**src/rtl/core/mpsm_pkg.sv**
```systemverilog
// ----------------------------------------------------------------------------
// mpsm_pkg
// Types and constants of the multi-pattern string matcher.
// ----------------------------------------------------------------------------
package mpsm_pkg;

  localparam int NODES_DEF    = 4096;
  localparam int ALPHABET_DEF = 26;

  typedef enum logic [1:0] {
    ACT_CLEAR  = 2'd0,
    ACT_INSERT = 2'd1,
    ACT_BUILD  = 2'd2,
    ACT_SCAN   = 2'd3
  } action_t;

  typedef enum logic [1:0] {
    ST_OK    = 2'd0,
    ST_FULL  = 2'd1,
    ST_PHASE = 2'd2
  } status_t;

  typedef struct packed {
    logic [1:0] action;
    logic [4:0] symbol;
    logic       last;
  } item_t;

  typedef struct packed {
    logic [1:0] status;
    logic       match_here;
    logic       found;
    logic       text_end;
  } result_t;

  typedef struct packed {
    action_t    action;
    logic [4:0] symbol;
    logic       last;
    logic       sym_ok;
  } cmd_t;

endpackage

```
**src/rtl/core/mpsm_front.sv**
```systemverilog
// ----------------------------------------------------------------------------
// mpsm_front
// Accepts items, classifies the letter, and queues commands for the engine.
// ----------------------------------------------------------------------------
module mpsm_front #(
  parameter int ALPHABET = mpsm_pkg::ALPHABET_DEF
) (
  input  logic            clk,
  input  logic            rst,
  input  logic            item_valid,
  output logic            item_ready,
  input  mpsm_pkg::item_t item,
  output logic            cmd_valid,
  input  logic            cmd_ready,
  output mpsm_pkg::cmd_t  cmd
);
  import mpsm_pkg::*;

  cmd_t       fifo [2];
  logic       wptr;
  logic       rptr;
  logic [1:0] count;
  logic       push;
  logic       pop;
  cmd_t       incoming;

  always_comb begin
    incoming.action = action_t'(item.action);
    incoming.symbol = item.symbol;
    incoming.last   = item.last;
    incoming.sym_ok = 9'(item.symbol) < 9'(ALPHABET);
  end

  assign item_ready = !rst && count != 2'd2;
  assign cmd_valid  = count != 2'd0;
  assign cmd        = fifo[rptr];
  assign push       = item_valid && item_ready;
  assign pop        = cmd_valid && cmd_ready;

  always_ff @(posedge clk) begin
    if (push) begin
      fifo[wptr] <= incoming;
    end
    if (rst) begin
      wptr  <= 1'b0;
      rptr  <= 1'b0;
      count <= 2'd0;
    end else begin
      if (push) begin
        wptr <= !wptr;
      end
      if (pop) begin
        rptr <= !rptr;
      end
      if (push && !pop) begin
        count <= count + 2'd1;
      end else if (pop && !push) begin
        count <= count - 2'd1;
      end
    end
  end

endmodule

```
**config.mk**
```make
export PLATFORM = sky130hd
export DESIGN_NAME = mpsm_front
export DESIGN_NICKNAME = d
export VERILOG_FILES = /design/src/rtl/core/mpsm_pkg.sv /design/src/rtl/core/mpsm_front.sv
export SDC_FILE = /design/constraint.sdc
export NUM_CORES = 1
export LEC_CHECK = 0
export ABC_CLOCK_PERIOD_IN_PS = 3000
export BUFFER_PORTS_ARGS = -buffer_cell sky130_fd_sc_hd__clkbuf_2
export CORE_ASPECT_RATIO = 0.6
export CORE_MARGIN = 2
export CORE_UTILIZATION = 32
export DETAILED_ROUTE_END_ITERATION = 16
export PLACE_DENSITY_LB_ADDON = 0.12
export SLEW_MARGIN = 20
export SYNTH_ARGS = -nofsm -noshare
export SYNTH_HDL_FRONTEND = slang
export SYNTH_SLANG_ARGS = --single-unit
export TNS_END_PERCENT = 20
```
**constraint.sdc**
```tcl
create_clock -name clk -period 3 [get_ports clk]
set_clock_uncertainty 0.15 [all_clocks]
set_input_delay 0.15 -clock clk [delete_from_list [all_inputs] [get_ports clk]]
set_output_delay 0.15 -clock clk [all_outputs]
set_load 0.05 [all_outputs]
```
==> impl_metrics.tcl <==
set metrics [dict create \
    die_w_um 71.9 \
    htree_num_levels 1 \
    ys_top_cells_by_area "edfxtp_1 61%, mux2_2 11%, dfxtp_1 11%, xor2_1 3.0%, o21ai_0 1.7%" \
    drt-initial-drc-count 39 \
    io_buffers 22 \
    ys_seq_elements 23 \
    wl_mm 1.50 \
    cts_buffers 3 \
    num_rows 14 \
    num_io_pins 23 \
    worst_r2r_endpoint "count[1]" \
    yosys_warnings 0 \
    drc_errors 0 \
    die_height_um 44.8 \
    grt_pass1_vias 545 \
    worst_pin_slew_ns 0.466 \
    core_um2 2570 \
    antenna_found_initial 0 \
    crit_fanout 9 \
    final_cell_mix "22 x clkbuf_2, 18 x edfxtp_1, 9 x mux2_2" \
    cts_tree "built" \
    holdCritPathClass "in2reg" \
    rsz0062_at_grt "false" \
    fillers 237 \
    max-cap-violations 0 \
    drive_gt1_share_pct 43.8 \
    p_sw_share_pct 39.4 \
    internal_power_mw 0.615 \
    ys_types 18 \
    powerDensity_nw_per_um2 869 \
    dr.pass1.iters 2 \
    worstSetupEndpointType "output port" \
    seq_power_share_pct 43.0 \
    finalNetCount 103 \
    status "complete, no violations" \
    slew_headroom_pct 68.9 \
    final.period_utilization_pct 59.8 \
    grt_pass1_wl_mm 2.51 \
    n_antenna_cell 0 \
    slew_viol_final 0 \
    fmax_ghz 0.558 \
    finalSetupViolCount 0 \
    syn-instance-count 56 \
    slowest_stage "dfxtp_1" \
    p_clk_share_pct 18.5 \
    ys_seq_area_share_pct 72.3 \
    syn_nets 69 \
    synth_area_leader_cell "edfxtp_1" \
    mostFrequentLayoutCell "clkbuf_2" \
    clk_pin_slew_ns 0.08 \
    p_sw_mw 0.399 \
    cp.required_ns 2.70 \
    period_minus_slack_ns 1.79 \
    wire_per_inst_um 12.4 \
    grt_use_total_pct 10.7 \
    regToRegSetupSlack_ns 1.27 \
    cts_root_buf "clkbuf_8" \
    overflow 0 \
    grt_max_degree 14 \
    arrival_ns 1.49 \
    avgViaCountPerCell 4.60 \
    dieArea_um2 3220 \
    area_growth_pct 31.8 \
    r2r_start "count[1]" \
    finalWeightedCongestion 0.800 \
    fin_util_pct 45.3 \
    worst_path_largest_cell_delay_ns 0.59 \
    path_cells "mux2_2, clkbuf_2" \
    clock_latency_ns 0.26 \
    crit_path_end "cmd[0]" \
    ctsLongestPathBuffers 2 \
    power_leakage_nw 0.453 \
    ir_drop_mv 0.328 \
    clock_sinks 23 \
    hold_viol_final 0 \
    synth_area_per_cell_um2 15.8 \
    ant_nets 0 \
    synth_area_um2 886 \
    path_class "reg2out" \
    ctsResizeCount 0 \
    start_kind "flip-flop" \
    tns_ns 0 \
    start_util_pct 34.4 \
    p_comb_share_pct 38.5 \
    r2r_cells 5 \
    vias 557 \
    yosysTopAreaCellShare_pct 61.0 \
]
[power groups by stage]
stage / combinational [mW] / clock, mW / sequential, mW
floorplan: 0.328 / 0 / 0.419
global placement: 0.384 / 0 / 0.443
detailed placement: 0.384 / 0 / 0.445
CTS: 0.394 / 0.195 / 0.438
global route: 0.420 / 0.207 / 0.444
finish: 0.390 / 0.188 / 0.436
[cell usage after synthesis, drive strengths merged]
master / number
a21oi: 2
and2: 1
buf: 1
clkbuf: 1
dfxtp: 5
edfxtp: 18
ha: 1
inv: 1
mux2: 9
nor2: 4
nor2b: 1
nor3: 1
nor4: 1
o211ai: 1
o21ai: 3
or2: 1
or3: 2
xor2: 3
[worst min-delay path by stage]
stage	depth (start not counted)	from	end
6_report	2	rst	count[1]
5_1_grt	2	rst	count[1]
4_1_cts	2	rst	count[1]
3_5_place_dp	1	item[6]	fifo[0][7]
3_3_place_gp	1	item[6]	fifo[1][7]
2_1_floorplan	0	item[0]	fifo[0][1]
[per-stage QoR]
step / power, mW / std cells / setup slack, ns / hold slack, ns / cell area, µm²
2_1_floorplan: 0.747 / 56 / 1.06 / 0.0989 / 886
3_3_place_gp: 0.828 / 109 / 1.31 / 0.191 / 1040
3_5_place_dp: 0.829 / 109 / 1.29 / 0.195 / 1040
4_1_cts: 1.03 / 121 / 1.17 / 0.0147 / 1170
5_1_grt: 1.07 / 121 / 1.13 / 0.0300 / 1170
6_report: 1.01 / 121 / 1.21 / 0.0129 / 1170
[repair_timing]
action | 4_1_cts | 5_1_grt
hold endpoints to repair | 16 | 0
endpoints found under the setup margin | 0 | 0
setup buffers | 0 | 0
hold buffers | 8 | 0
[worst max-delay path: cells and delay by family (launching register included)]
family   cells  cell delay, ns
flops        1            0.59
mux          1            0.40
buf+inv      1            0.24
[metal layers]
metal  wire [µm]  track usage [%]  vias to the layer above
met1         710             14.8                      267
met4           0             1.13                        0
met2         698             16.5                       13
met3          89             4.69                        0
met5           0                0                        -
li1            -                -                      277
[layout make-up]
class / count / area, µm² / share of cell area [%]
Multi-Input combinational cell: 30 / 239 / 20.5
Sequential cell: 23 / 641 / 54.9
Inverter: 1 / 3.75 / 0.322
Clock inverter: 1 / 5.00 / 0.429
Tap cell: 32 / 40.0 / 3.43
Timing Repair Buffer: 31 / 198 / 16.9
Clock buffer: 3 / 41.3 / 3.54
[logic make-up (layout without fill, tap and decap cells)]
| logic type | Yosys count | after routing | share of synthesized area, % |
|---|---|---|---|
| flops | 23 | 23 | 72.3 |
| simple gates | 11 | 11 | 6.78 |
| mux | 9 | 9 | 11.4 |
| compound gates | 6 | 6 | 3.67 |
| xor+xnor | 3 | 3 | 2.97 |
| buf+inv | 3 | 36 | 1.41 |
| fa+ha+maj | 1 | 1 | 1.41 |
[flip-flops by register name, indices dropped and copies added (netlist names), named ones only]
name / count
fifo: 18
count: 2
wptr: 1
rptr: 1
Power figures use the tool's default switching activity.
